`config.mk`:
```
export PLATFORM = sky130hd
export DESIGN_NAME = priority_scheduler_with_sleep
export DESIGN_NICKNAME = d
export VERILOG_FILES = /design/src/rtl/psws_pkg.sv /design/src/rtl/psws_cell.sv /design/src/rtl/psws_chain.sv /design/src/rtl/psws_ctrl.sv /design/src/rtl/priority_scheduler_with_sleep.sv
export SDC_FILE = /design/constraint.sdc
export NUM_CORES = 2
export LEC_CHECK = 0
export ABC_AREA = 1
export BUFFER_PORTS_ARGS = -buffer_cell sky130_fd_sc_hd__clkbuf_2
export CAP_MARGIN = 30
export CORE_MARGIN = 8
export CORE_UTILIZATION = 50
export DETAILED_ROUTE_END_ITERATION = 12
export MAX_ROUTING_LAYER = met4
export PLACE_DENSITY = 0.65
export SYNTH_ARGS = -nofsm -noshare
export SYNTH_HDL_FRONTEND = slang
export SYNTH_SLANG_ARGS = --single-unit
```
`constraint.sdc`:
```
create_clock -name clk -period 4.16 [get_ports clk]
set_clock_uncertainty 0.1 [all_clocks]
set_input_delay 0.416 -clock clk [delete_from_list [all_inputs] [get_ports clk]]
set_output_delay 0.416 -clock clk [all_outputs]
set_load 0.005 [all_outputs]
```
`src/rtl/psws_pkg.sv`:
```
`default_nettype none
package psws_pkg;

  localparam int NUM_SLOTS       = 16;
  localparam int PRIORITY_LEVELS = 64;

  localparam int SLOT_W  = $clog2(NUM_SLOTS);
  localparam int CUR_W   = $clog2(NUM_SLOTS + 1);
  localparam int CNT_W   = $clog2(NUM_SLOTS + 1);
  localparam int KIND_W  = 3;
  localparam int TSLOT_W = 4;
  localparam int PRIO_W  = 6;
  localparam int TICK_W  = 32;
  localparam int STAMP_W = 32;
  localparam int SLICE_W = 8;

  localparam logic [CUR_W-1:0]   IDLE_SLOT     = CUR_W'(NUM_SLOTS);
  localparam logic [SLICE_W-1:0] SLICE_RESET   = 8'd4;
  localparam logic [PRIO_W-1:0]  PRIO_MAX      = PRIO_W'(PRIORITY_LEVELS - 1);

  typedef enum logic [KIND_W-1:0] {
    K_TICK    = 3'd0,
    K_CREATE  = 3'd1,
    K_UNBLOCK = 3'd2,
    K_SLEEP   = 3'd3,
    K_YIELD   = 3'd4,
    K_BLOCK   = 3'd5,
    K_SETPRIO = 3'd6,
    K_EXIT    = 3'd7
  } kind_t;

  typedef enum logic [2:0] {
    ST_FREE     = 3'd0,
    ST_BLOCKED  = 3'd1,
    ST_READY    = 3'd2,
    ST_RUNNING  = 3'd3,
    ST_SLEEPING = 3'd4
  } slot_state_t;

  typedef enum logic {
    SM_READY = 1'b0,
    SM_WAKE  = 1'b1
  } scan_mode_t;

  typedef enum logic [3:0] {
    S_IDLE,
    S_DISPATCH,
    S_SCAN,
    S_WAKE_CHK,
    S_YIELD_PUT,
    S_RESCHED_CHK,
    S_PROBE_CHK,
    S_PREEMPT_CHK,
    S_OTHER,
    S_COUNT,
    S_DONE
  } fsm_t;

  typedef struct packed {
    logic              en;
    logic [CUR_W-1:0]  idx;
    logic              set_state;
    slot_state_t       state;
    logic              set_prio;
    logic [PRIO_W-1:0] prio;
    logic              set_wake;
    logic [TICK_W-1:0] wake;
    logic              set_stamp;
    logic [STAMP_W-1:0] stamp;
  } wr_cmd_t;

  typedef struct packed {
    scan_mode_t        mode;
    logic [TICK_W-1:0] now;
    logic [CUR_W-1:0]  probe;
  } scan_cmd_t;

  typedef struct packed {
    logic               found;
    logic [CUR_W-1:0]   idx;
    logic [PRIO_W-1:0]  prio;
    logic [TICK_W-1:0]  wake;
    logic [STAMP_W-1:0] stamp;
    logic [CNT_W-1:0]   count;
    slot_state_t        probe_state;
    logic [PRIO_W-1:0]  probe_prio;
  } cand_t;

endpackage
`default_nettype wire

```
`src/rtl/psws_cell.sv`:
```
`default_nettype none
module psws_cell (
  input  wire logic                        clk,
  input  wire logic                        rst,
  input  wire logic [psws_pkg::CUR_W-1:0]  own_idx,
  input  wire psws_pkg::wr_cmd_t           wr,
  input  wire psws_pkg::scan_cmd_t         scan,
  input  wire psws_pkg::cand_t             cand_in,
  output psws_pkg::cand_t                  cand_out
);

  psws_pkg::slot_state_t               state;
  logic [psws_pkg::PRIO_W-1:0]         prio;
  logic [psws_pkg::TICK_W-1:0]         wake;
  logic [psws_pkg::STAMP_W-1:0]        stamp;

  logic           hit;
  logic           elig;
  logic           better;
  psws_pkg::cand_t nxt;

  assign hit = wr.en && (wr.idx == own_idx);

  always_ff @(posedge clk) begin
    if (rst) begin
      state <= psws_pkg::ST_FREE;
    end else if (hit && wr.set_state) begin
      state <= wr.state;
    end
  end

  always_ff @(posedge clk) begin
    if (hit && wr.set_prio) begin
      prio <= wr.prio;
    end
    if (hit && wr.set_wake) begin
      wake <= wr.wake;
    end
    if (hit && wr.set_stamp) begin
      stamp <= wr.stamp;
    end
  end

  always_comb begin
    if (scan.mode == psws_pkg::SM_READY) begin
      elig   = (state == psws_pkg::ST_READY);
      better = !cand_in.found || (prio > cand_in.prio) ||
               ((prio == cand_in.prio) && (stamp < cand_in.stamp));
    end else begin
      elig   = (state == psws_pkg::ST_SLEEPING) && (wake <= scan.now);
      better = !cand_in.found || (wake < cand_in.wake) ||
               ((wake == cand_in.wake) && (stamp < cand_in.stamp));
    end
  end

  always_comb begin
    nxt = cand_in;
    if (elig && better) begin
      nxt.found = 1'b1;
      nxt.idx   = own_idx;
      nxt.prio  = prio;
      nxt.wake  = wake;
      nxt.stamp = stamp;
    end
    if (state == psws_pkg::ST_READY) begin
      nxt.count = cand_in.count + psws_pkg::CNT_W'(1);
    end
    if (scan.probe == own_idx) begin
      nxt.probe_state = state;
      nxt.probe_prio  = prio;
    end
  end

  // The candidate advances one cell per clock.
  always_ff @(posedge clk) begin
    cand_out <= nxt;
  end

endmodule
`default_nettype wire

```
`src/rtl/psws_chain.sv`:
```
`default_nettype none
module psws_chain (
  input  wire logic                clk,
  input  wire logic                rst,
  input  wire psws_pkg::wr_cmd_t   wr,
  input  wire psws_pkg::scan_cmd_t scan,
  output psws_pkg::cand_t          tail
);

  psws_pkg::cand_t link [psws_pkg::NUM_SLOTS+1];

  always_comb begin
    link[0]             = '0;
    link[0].probe_state = psws_pkg::ST_FREE;
  end

  for (genvar i = 0; i < psws_pkg::NUM_SLOTS; i++) begin : g_cell
    psws_cell u_cell (
      .clk      (clk),
      .rst      (rst),
      .own_idx  (psws_pkg::CUR_W'(i)),
      .wr       (wr),
      .scan     (scan),
      .cand_in  (link[i]),
      .cand_out (link[i+1])
    );
  end

  assign tail = link[psws_pkg::NUM_SLOTS];

endmodule
`default_nettype wire

```
`src/rtl/psws_ctrl.sv`:
```
`default_nettype none
module psws_ctrl (
  input  wire logic                          clk,
  input  wire logic                          rst,
  input  wire logic                          cfg_valid,
  input  wire logic [psws_pkg::SLICE_W-1:0]  cfg_data,
  input  wire logic                          in_valid,
  output logic                               in_ready,
  input  wire logic [psws_pkg::KIND_W-1:0]   in_kind,
  input  wire logic [psws_pkg::TSLOT_W-1:0]  in_slot,
  input  wire logic [psws_pkg::PRIO_W-1:0]   in_prio,
  input  wire logic [psws_pkg::TICK_W-1:0]   in_tick,
  output logic                               out_valid,
  input  wire logic                          out_ready,
  output logic [psws_pkg::CUR_W-1:0]         out_running,
  output logic                               out_switched,
  output logic [psws_pkg::CNT_W-1:0]         out_woken,
  output logic [psws_pkg::CNT_W-1:0]         out_ready_cnt,
  output logic                               out_status,
  input  wire psws_pkg::cand_t               tail,
  output psws_pkg::wr_cmd_t                  wr,
  output psws_pkg::scan_cmd_t                scan
);

  psws_pkg::fsm_t  state, state_next, scan_ret, ret_next;
  psws_pkg::kind_t kind;
  logic [psws_pkg::TSLOT_W-1:0] slot;
  logic [psws_pkg::PRIO_W-1:0]  prio;
  logic [psws_pkg::TICK_W-1:0]  tick;
  logic [psws_pkg::CUR_W-1:0]   cur;
  logic [psws_pkg::SLICE_W-1:0] slice;
  logic [psws_pkg::SLICE_W-1:0] slice_len;
  logic [psws_pkg::STAMP_W-1:0] order_ctr;
  logic [psws_pkg::CNT_W-1:0]   woken;
  logic [psws_pkg::CNT_W-1:0]   ready_cnt;
  logic                         sw;
  logic                         st;
  logic [psws_pkg::SLOT_W-1:0]  cnt;

  logic                         scan_go;
  psws_pkg::scan_cmd_t          scan_next;
  logic                         cur_valid;
  logic                         slot_ok;
  logic                         probe_bad;
  logic                         preempt;
  logic [psws_pkg::SLICE_W-1:0] slice_inc;
  logic                         slice_hit;
  logic                         out_free;
  logic [psws_pkg::PRIO_W-1:0]  prio_sat;

  assign in_ready  = (state == psws_pkg::S_IDLE);
  assign out_free  = !out_valid || out_ready;
  assign cur_valid = (cur < psws_pkg::IDLE_SLOT);
  assign slot_ok   = (int'(slot) < psws_pkg::NUM_SLOTS);
  assign slice_inc = (slice == '1) ? slice : slice + psws_pkg::SLICE_W'(1);
  assign slice_hit = (slice_inc >= slice_len);
  assign preempt   = tail.found && cur_valid && (tail.probe_prio < tail.prio);
  assign prio_sat  = (int'(in_prio) >= psws_pkg::PRIORITY_LEVELS) ? psws_pkg::PRIO_MAX
                                                                    : in_prio;

  always_comb begin
    if (kind == psws_pkg::K_CREATE) begin
      probe_bad = !slot_ok || (tail.probe_state != psws_pkg::ST_FREE);
    end else begin
      probe_bad = !slot_ok || (tail.probe_state != psws_pkg::ST_BLOCKED);
    end
  end

  // Next state.
  always_comb begin
    state_next = state;
    case (state)
      psws_pkg::S_IDLE: begin
        if (in_valid) begin
          state_next = psws_pkg::S_DISPATCH;
        end
      end
      psws_pkg::S_DISPATCH: begin
        case (kind)
          psws_pkg::K_TICK, psws_pkg::K_CREATE, psws_pkg::K_UNBLOCK:
            state_next = psws_pkg::S_SCAN;
          psws_pkg::K_YIELD:
            state_next = psws_pkg::S_YIELD_PUT;
          default:
            state_next = cur_valid ? psws_pkg::S_OTHER : psws_pkg::S_SCAN;
        endcase
      end
      psws_pkg::S_SCAN: begin
        if (cnt == psws_pkg::SLOT_W'(psws_pkg::NUM_SLOTS - 1)) begin
          state_next = scan_ret;
        end
      end
      psws_pkg::S_WAKE_CHK: begin
        if (!tail.found && slice_hit) begin
          state_next = psws_pkg::S_YIELD_PUT;
        end else begin
          state_next = psws_pkg::S_SCAN;
        end
      end
      psws_pkg::S_PREEMPT_CHK: begin
        state_next = preempt ? psws_pkg::S_YIELD_PUT : psws_pkg::S_SCAN;
      end
      psws_pkg::S_YIELD_PUT, psws_pkg::S_RESCHED_CHK, psws_pkg::S_PROBE_CHK,
      psws_pkg::S_OTHER: begin
        state_next = psws_pkg::S_SCAN;
      end
      psws_pkg::S_COUNT: begin
        state_next = psws_pkg::S_DONE;
      end
      psws_pkg::S_DONE: begin
        if (out_free) begin
          state_next = psws_pkg::S_IDLE;
        end
      end
      default: state_next = psws_pkg::S_IDLE;
    endcase
  end

  // Slot writes and scan requests.
  always_comb begin
    wr             = '0;
    wr.idx         = cur;
    wr.state       = psws_pkg::ST_READY;
    wr.prio        = prio;
    wr.wake        = tick;
    wr.stamp       = order_ctr;
    scan_go        = 1'b0;
    scan_next.mode = psws_pkg::SM_READY;
    scan_next.now  = tick;
    scan_next.probe = cur;
    ret_next       = psws_pkg::S_COUNT;
    case (state)
      psws_pkg::S_DISPATCH: begin
        case (kind)
          psws_pkg::K_TICK: begin
            scan_go        = 1'b1;
            scan_next.mode = psws_pkg::SM_WAKE;
            ret_next       = psws_pkg::S_WAKE_CHK;
          end
          psws_pkg::K_CREATE, psws_pkg::K_UNBLOCK: begin
            scan_go         = 1'b1;
            scan_next.probe = psws_pkg::CUR_W'(slot);
            ret_next        = psws_pkg::S_PROBE_CHK;
          end
          psws_pkg::K_YIELD: ;
          default: scan_go = !cur_valid;
        endcase
      end
      psws_pkg::S_WAKE_CHK: begin
        if (tail.found) begin
          wr.en          = 1'b1;
          wr.idx         = tail.idx;
          wr.set_state   = 1'b1;
          wr.set_stamp   = 1'b1;
          scan_go        = 1'b1;
          scan_next.mode = psws_pkg::SM_WAKE;
          ret_next       = psws_pkg::S_WAKE_CHK;
        end else begin
          scan_go = !slice_hit;
        end
      end
      psws_pkg::S_YIELD_PUT: begin
        wr.en        = cur_valid;
        wr.set_state = 1'b1;
        wr.set_stamp = 1'b1;
        scan_go      = 1'b1;
        ret_next     = psws_pkg::S_RESCHED_CHK;
      end
      psws_pkg::S_RESCHED_CHK: begin
        wr.en        = tail.found;
        wr.idx       = tail.idx;
        wr.set_state = 1'b1;
        wr.state     = psws_pkg::ST_RUNNING;
        scan_go      = 1'b1;
      end
      psws_pkg::S_PROBE_CHK: begin
        scan_go = 1'b1;
        if (!probe_bad) begin
          wr.en        = 1'b1;
          wr.idx       = psws_pkg::CUR_W'(slot);
          wr.set_state = 1'b1;
          wr.set_stamp = 1'b1;
          if (kind == psws_pkg::K_CREATE) begin
            wr.set_prio = 1'b1;
            ret_next    = psws_pkg::S_PREEMPT_CHK;
          end
        end
      end
      psws_pkg::S_PREEMPT_CHK: begin
        scan_go = !preempt;
      end
      psws_pkg::S_OTHER: begin
        wr.en   = 1'b1;
        scan_go = 1'b1;
        case (kind)
          psws_pkg::K_SETPRIO: begin
            wr.set_prio = 1'b1;
            ret_next    = psws_pkg::S_PREEMPT_CHK;
          end
          psws_pkg::K_SLEEP: begin
            wr.set_state = 1'b1;
            wr.state     = psws_pkg::ST_SLEEPING;
            wr.set_wake  = 1'b1;
            wr.set_stamp = 1'b1;
            ret_next     = psws_pkg::S_RESCHED_CHK;
          end
          psws_pkg::K_BLOCK: begin
            wr.set_state = 1'b1;
            wr.state     = psws_pkg::ST_BLOCKED;
            ret_next     = psws_pkg::S_RESCHED_CHK;
          end
          default: begin
            wr.set_state = 1'b1;
            wr.state     = psws_pkg::ST_FREE;
            ret_next     = psws_pkg::S_RESCHED_CHK;
          end
        endcase
      end
      default: ;
    endcase
  end

  always_ff @(posedge clk) begin
    if (rst) begin
      state      <= psws_pkg::S_IDLE;
      scan_ret   <= psws_pkg::S_COUNT;
      cur        <= psws_pkg::IDLE_SLOT;
      slice      <= '0;
      slice_len  <= psws_pkg::SLICE_RESET;
      order_ctr  <= '0;
      out_valid  <= 1'b0;
      cnt        <= '0;
    end else begin
      state <= state_next;
      if (cfg_valid) begin
        slice_len <= cfg_data;
      end
      if (wr.en && wr.set_stamp) begin
        order_ctr <= order_ctr + psws_pkg::STAMP_W'(1);
      end
      if (scan_go) begin
        scan_ret <= ret_next;
        cnt      <= '0;
      end else if (state == psws_pkg::S_SCAN) begin
        cnt <= cnt + psws_pkg::SLOT_W'(1);
      end
      if (state == psws_pkg::S_WAKE_CHK && !tail.found) begin
        slice <= slice_inc;
      end
      if (state == psws_pkg::S_RESCHED_CHK) begin
        cur   <= tail.found ? tail.idx : psws_pkg::IDLE_SLOT;
        slice <= '0;
      end
      if (state == psws_pkg::S_DONE && out_free) begin
        out_valid <= 1'b1;
      end else if (out_ready) begin
        out_valid <= 1'b0;
      end
    end
  end

  always_ff @(posedge clk) begin
    if (scan_go) begin
      scan <= scan_next;
    end
    case (state)
      psws_pkg::S_IDLE: begin
        kind  <= psws_pkg::kind_t'(in_kind);
        slot  <= in_slot;
        prio  <= prio_sat;
        tick  <= in_tick;
        woken <= '0;
        sw    <= 1'b0;
        st    <= 1'b0;
      end
      psws_pkg::S_DISPATCH: begin
        if (kind == psws_pkg::K_YIELD) begin
          sw <= 1'b1;
        end else if (kind != psws_pkg::K_TICK && kind != psws_pkg::K_CREATE &&
                     kind != psws_pkg::K_UNBLOCK && !cur_valid) begin
          st <= 1'b1;
        end
      end
      psws_pkg::S_WAKE_CHK: begin
        if (tail.found) begin
          woken <= woken + psws_pkg::CNT_W'(1);
        end else if (slice_hit) begin
          sw <= 1'b1;
        end
      end
      psws_pkg::S_PROBE_CHK: begin
        if (probe_bad) begin
          st <= 1'b1;
        end
      end
      psws_pkg::S_PREEMPT_CHK: begin
        if (preempt) begin
          sw <= 1'b1;
        end
      end
      psws_pkg::S_OTHER: begin
        if (kind != psws_pkg::K_SETPRIO) begin
          sw <= 1'b1;
        end
      end
      psws_pkg::S_COUNT: begin
        ready_cnt <= tail.count;
      end
      psws_pkg::S_DONE: begin
        if (out_free) begin
          out_running   <= cur;
          out_switched  <= sw;
          out_woken     <= woken;
          out_ready_cnt <= ready_cnt;
          out_status    <= st;
        end
      end
      default: ;
    endcase
  end

endmodule
`default_nettype wire

```
`src/rtl/priority_scheduler_with_sleep.sv`:
```
`default_nettype none
// Channel   Direction  Handshake           Content
// cfg       in         cfg_valid/ready     slice length write
// s_axis    in         s_tvalid/s_tready   one scheduler event
// m_axis    out        m_tvalid/m_tready   one result per event
//
// Every lookup is a wave that walks the row of slot cells, one cell per clock,
// and an event needs one to four scans plus one per slot woken.
// Reset is synchronous and frees all slots; no clearing pass is needed.
// A new event is taken only between events; a stalled result is held in the
// output register and the next event may be accepted while it waits.
module priority_scheduler_with_sleep (
  input  wire logic        clk,
  input  wire logic        rst,
  input  wire logic        cfg_valid,
  output logic             cfg_ready,
  input  wire logic [7:0]  cfg_data,
  input  wire logic        s_tvalid,
  output logic             s_tready,
  input  wire logic [47:0] s_tdata,  // thread_slot, priority_req, tick_value, zero fill
  input  wire logic [2:0]  s_tuser,  // kind
  output logic             m_tvalid,
  input  wire logic        m_tready,
  output logic [23:0]      m_tdata   // running_slot, switched, woken_count, ready_count,
                                     // status, zero fill
);

  psws_pkg::cand_t     tail;
  psws_pkg::wr_cmd_t   wr;
  psws_pkg::scan_cmd_t scan;

  logic [psws_pkg::CUR_W-1:0] running;
  logic                       switched;
  logic [psws_pkg::CNT_W-1:0] woken;
  logic [psws_pkg::CNT_W-1:0] ready_cnt;
  logic                       status;

  assign cfg_ready = 1'b1;

  psws_ctrl u_ctrl (
    .clk           (clk),
    .rst           (rst),
    .cfg_valid     (cfg_valid),
    .cfg_data      (cfg_data),
    .in_valid      (s_tvalid),
    .in_ready      (s_tready),
    .in_kind       (s_tuser),
    .in_slot       (s_tdata[3:0]),
    .in_prio       (s_tdata[9:4]),
    .in_tick       (s_tdata[41:10]),
    .out_valid     (m_tvalid),
    .out_ready     (m_tready),
    .out_running   (running),
    .out_switched  (switched),
    .out_woken     (woken),
    .out_ready_cnt (ready_cnt),
    .out_status    (status),
    .tail          (tail),
    .wr            (wr),
    .scan          (scan)
  );

  psws_chain u_chain (
    .clk  (clk),
    .rst  (rst),
    .wr   (wr),
    .scan (scan),
    .tail (tail)
  );

  assign m_tdata = {7'd0, status, ready_cnt, woken, switched, running};

endmodule
`default_nettype wire

```
==> summary by stage <==
Global route
Global routing consumed, over all layers together, 22.93% of the routing resources. The initial antenna violation count is 3. Entering global routing, the biggest net connects 73 pins. The global-route wire length before repair is 479200 um.

The number of global-route vias before repair is 87.94k. The total congestion overflow after global routing is 0.

Route
The detailed router placed 89.97k vias in this run. Before antenna repair, the detailed router went through 6 iterations. The average via count per standard cell is 5.073. The detailed router finished its first iteration with 5890 violations. For this run, design rule violations remaining after detail routing come to 0.

The detail route stage leaves a number of antenna-violating nets equal to 0. The final layout contains routed wiring with a total length of 306600 um. The detail-routed net length per standard cell is 17.29 um.

Finish
The growth of design area from synthesis to finish is 12.90%. The fraction of layout instances using a drive strength above 1 is 6.757%. The post-layout net count is 15.78k. The number of standard cells in the final layout excluding fillers is 17.73k.

Setup path
The required time of the critical path is 4610 ps. The critical-path maximum fanout is 39. The type of the worst setup path is flop to flop. The critical path arrival is 4190 ps. The type of element capturing the critical path is a flop.

The startpoint class of the critical path is a flop.

Yosys
sky130_fd_sc_hd__edfxtp_1 takes more of the synthesized area than any other cell. After synthesis, the share of flip-flops with an asynchronous set or reset is 0%. After synthesis the cells add up to 127100 sq um. The post-synthesis area per instance is 9.210 sq um.

The commonest cells after synthesis are 3765 x sky130_fd_sc_hd__nand2_1, 1722 x sky130_fd_sc_hd__inv_1, 1578 x sky130_fd_sc_hd__ha_1. Synthesis inferred 2681 register bits. The top flip-flop cell by instance count after synthesis is sky130_fd_sc_hd__dfxtp_1. Synthesis handed over a netlist of 13.80k instances. The register area share after synthesis is 51.92%. In this run the biggest area consumer among cell types represents 29.10% of the synthesized area.

For this run, the number of Yosys warnings is 0. The number of different library cells used by synthesis comes to 42. The dominant cell by count in the synthesized netlist is sky130_fd_sc_hd__nand2_1.

The number of enable flip-flop cells after synthesis is 1232. In the post-synthesis netlist, the biggest area contributors are sky130_fd_sc_hd__edfxtp_1 29%, sky130_fd_sc_hd__dfxtp_1 23%, sky130_fd_sc_hd__ha_1 16%.

Clock tree
The number of setup buffers added after CTS is 0. The clock tree root buffer cell is sky130_fd_sc_hd__clkbuf_16. Clock-pin slew was measured on the worst setup and hold paths at 60 ps.

The clock reaches the later pin of the worst-skew pair after 930 ps. In this run the deepest clock path goes through 4 buffers. The H-tree depth reported by CTS is 5. The clock drives 2681 sinks. TritonCTS built the clock tree. The number of buffers created by CTS is 288.

STA
The total count of hold-check failures in the final report is 0. Setup repair after global routing left no endpoint under its margin. The final number of max-transition violations came to 0. The total of endpoints with negative setup slack in the final report is 0. The share of the clock period used by the worst path is 90.01%. The final worst-path setup slack is 415.5 ps. For the final routed database, the setup TNS stands at 0 ps.

Measured against its own limit, the worst slew margin works out to 26.21%. The maximum frequency from static timing analysis is 267.1 MHz. The tightest hold path in the finished design has a slack of 111.4 ps. After layout, the minimum clock period comes to 3745 ps. The actual transition at the worst max-transition pin is 1107 ps.

Placement
In this run the tool buffered the top-level ports with 76 buffer cells. The setup slack after placement is 516.4 ps. The total half-perimeter wirelength after legalization and detailed placement is 239500 um. The congestion estimate from routability-driven global placement came to 0.9089. Including well taps, the total number of placed cells is 17.13k.

Power and ir drop
The worst-case IR drop observed on VDD is 0.6490 mV. The total power density per cell area is 451.3 nW/um^2. The leakage power summed over all cells is 61.41 nW.

Worst hold path
The class of the most critical hold timing path is input port to flop.

Die
The full die area is 270600 sq um. The I/O pin total is 91. The core region is 253500 sq um. The die is 520.2 um wide.

The starting density of the core is 50.16%. The placement row count is 185. From bottom edge to top edge, the die measures 520.2 um.

Run status
The run finished with clean final reports.

Flow run
The max-cap violation count is 0.
cell usage in the layout (no fill, tap or decap), types with 8 or more instances in the layout:
cell	instances
sky130_fd_sc_hd__clkbuf_2	76
sky130_fd_sc_hd__buf_12	27
sky130_fd_sc_hd__dfxtp_1	1449
sky130_fd_sc_hd__diode_2	12
sky130_fd_sc_hd__xor2_1	47
sky130_fd_sc_hd__o21a_1	60
sky130_fd_sc_hd__o21ai_0	268
sky130_fd_sc_hd__buf_16	18
sky130_fd_sc_hd__clkbuf_16	301
sky130_fd_sc_hd__nor4_1	19
sky130_fd_sc_hd__edfxtp_1	1232
sky130_fd_sc_hd__o21bai_1	15
sky130_fd_sc_hd__nor2_1	644
sky130_fd_sc_hd__nand4_1	173
sky130_fd_sc_hd__clkinv_2	35
sky130_fd_sc_hd__inv_1	1721
sky130_fd_sc_hd__xnor2_1	27
sky130_fd_sc_hd__a21oi_1	816
sky130_fd_sc_hd__clkbuf_1	67
sky130_fd_sc_hd__a21boi_0	65
sky130_fd_sc_hd__nor2_4	27
sky130_fd_sc_hd__o211ai_1	46
sky130_fd_sc_hd__ha_1	1578
sky130_fd_sc_hd__inv_2	11
sky130_fd_sc_hd__clkinvlp_4	15
sky130_fd_sc_hd__clkbuf_8	33
sky130_fd_sc_hd__conb_1	8
sky130_fd_sc_hd__nand2_2	47
sky130_fd_sc_hd__bufinv_16	27
sky130_fd_sc_hd__buf_4	220
sky130_fd_sc_hd__dlygate4sd3_1	73
sky130_fd_sc_hd__clkinv_1	15
sky130_fd_sc_hd__nand3_1	1195
sky130_fd_sc_hd__nand2_1	3721
sky130_fd_sc_hd__nor3_1	104
sky130_fd_sc_hd__a31oi_1	15
sky130_fd_sc_hd__mux2_2	88
sky130_fd_sc_hd__nor2_2	18
path summary, 6_finish.rpt:
| check | startpoint | to | slack (ps) | cells past startpoint |
|---|---|---|---|---|
| max | u_ctrl.slice[0] | u_ctrl.scan[27] | 420 | 16 |
| min | s_tdata[10] | u_ctrl.tick[0] | 110 | 2 |
| max reg2reg | u_ctrl.slice[0] | u_ctrl.scan[27] | 420 | 16 |
| min reg2reg | u_chain.g_cell[9].u_cell.cand_out[87] | u_chain.g_cell[10].u_cell.cand_out[87] | 300 | 2 |
state kept, by name (all words and copies together), names as in the netlist, 4 cells and up:
| signal | cells |
|---|---|
| u_chain.g_cell.u_cell.cand_out | 1335 |
| u_chain.g_cell.u_cell.prio | 96 |
| u_chain.g_cell.u_cell.stamp | 512 |
| u_chain.g_cell.u_cell.state | 48 |
| u_chain.g_cell.u_cell.wake | 512 |
| u_ctrl.cnt | 4 |
| u_ctrl.cur | 5 |
| u_ctrl.order_ctr | 32 |
| u_ctrl.out_ready_cnt | 5 |
| u_ctrl.out_running | 5 |
| u_ctrl.out_woken | 5 |
| u_ctrl.prio | 6 |
| u_ctrl.ready_cnt | 5 |
| u_ctrl.scan | 38 |
| u_ctrl.scan_ret | 4 |
| u_ctrl.slice | 8 |
| u_ctrl.slice_len | 8 |
| u_ctrl.slot | 4 |
| u_ctrl.state | 4 |
| u_ctrl.tick | 32 |
| u_ctrl.woken | 5 |
per-stage QoR:
stage | power, mW | utilization, % | cell area, sq um
2_1_floorplan | 35.01 | - | 127100
3_3_place_gp | 38.88 | 52.37 | 132700
3_5_place_dp | 39.27 | 52.41 | 132900
4_1_cts | 64.85 | 56.45 | 143100
5_1_grt | 67.61 | 56.62 | 143500
6_report | 64.77 | 56.63 | 143500
kinds of logic (layout without fill, tap and decap cells):
family                   after synthesis  count (layout)  synth area share (%)
adder cells (fa/ha/maj)             1578            1578                 15.53
flip-flops                          2681            2681                 51.92
XOR/XNOR                              74              74                0.5098
multiplexers                          88              88                0.7795
AND/OR/NAND/NOR                     5974            5974                 19.41
buffers and inverters               2107            2653                 6.322
AO/OA/AOI/OAI                       1299            1299                 5.521
other                                  2              20              0.005907
critical path: stages (launching register included):
cell and delay (ps):
sky130_fd_sc_hd__dfxtp_1 370, sky130_fd_sc_hd__inv_1 70, sky130_fd_sc_hd__nor3_1 320, sky130_fd_sc_hd__nand2_1 150, sky130_fd_sc_hd__nor3_1 190, sky130_fd_sc_hd__xor2_1 170
sky130_fd_sc_hd__nand2_1 110, sky130_fd_sc_hd__ha_1 320, sky130_fd_sc_hd__inv_1 80, sky130_fd_sc_hd__nor3_1 50, sky130_fd_sc_hd__nor3b_1 260, sky130_fd_sc_hd__nand4_1 340
sky130_fd_sc_hd__nand2_1 230, sky130_fd_sc_hd__nor2_1 50, sky130_fd_sc_hd__buf_4 160, sky130_fd_sc_hd__inv_2 70, sky130_fd_sc_hd__buf_12 240
where the power goes:
| part | total [mW] | switching [mW] | internal, mW |
|---|---|---|---|
| clock | 25.5 | 10.0 | 15.5 |
| combinational | 9.00 | 5.76 | 3.24 |
| sequential | 30.3 | 1.14 | 29.1 |
| total | 64.8 | 16.9 | 47.9 |
metal layers:
layer / track usage [%] / share of wire [%] / vias up / wire (um)
met1: 29.73 / 46 / 41040 / 141300
met3: 2.779 / 4.6 / 550 / 14230
met5: - / 0 / - / 0
li1: - / - / 46470 / -
met4: 8.432 / 4.1 / 0 / 12660
met2: 37.17 / 45 / 1909 / 138500
final cells by class:
type                            count  area, sq um
Multi-Input combinational cell   9021        53470
Clock buffer                      401         8238
Sequential cell                  2681        66000
Clock inverter                    105         1264
Fill cell                       22060       109900
Timing Repair Buffer              415         3814
Inverter                         1732         6501
Tap cell                         3366         4212
Antenna cell                       12        30.03
repair_timing:
item / 4_1_cts / 5_1_grt
hold endpoints to repair: 85 / 0
setup endpoints to repair: 0 / 0
hold buffers: 73 / 0
gates resized for setup: 0 / 0
Power figures use the tool's default switching activity.
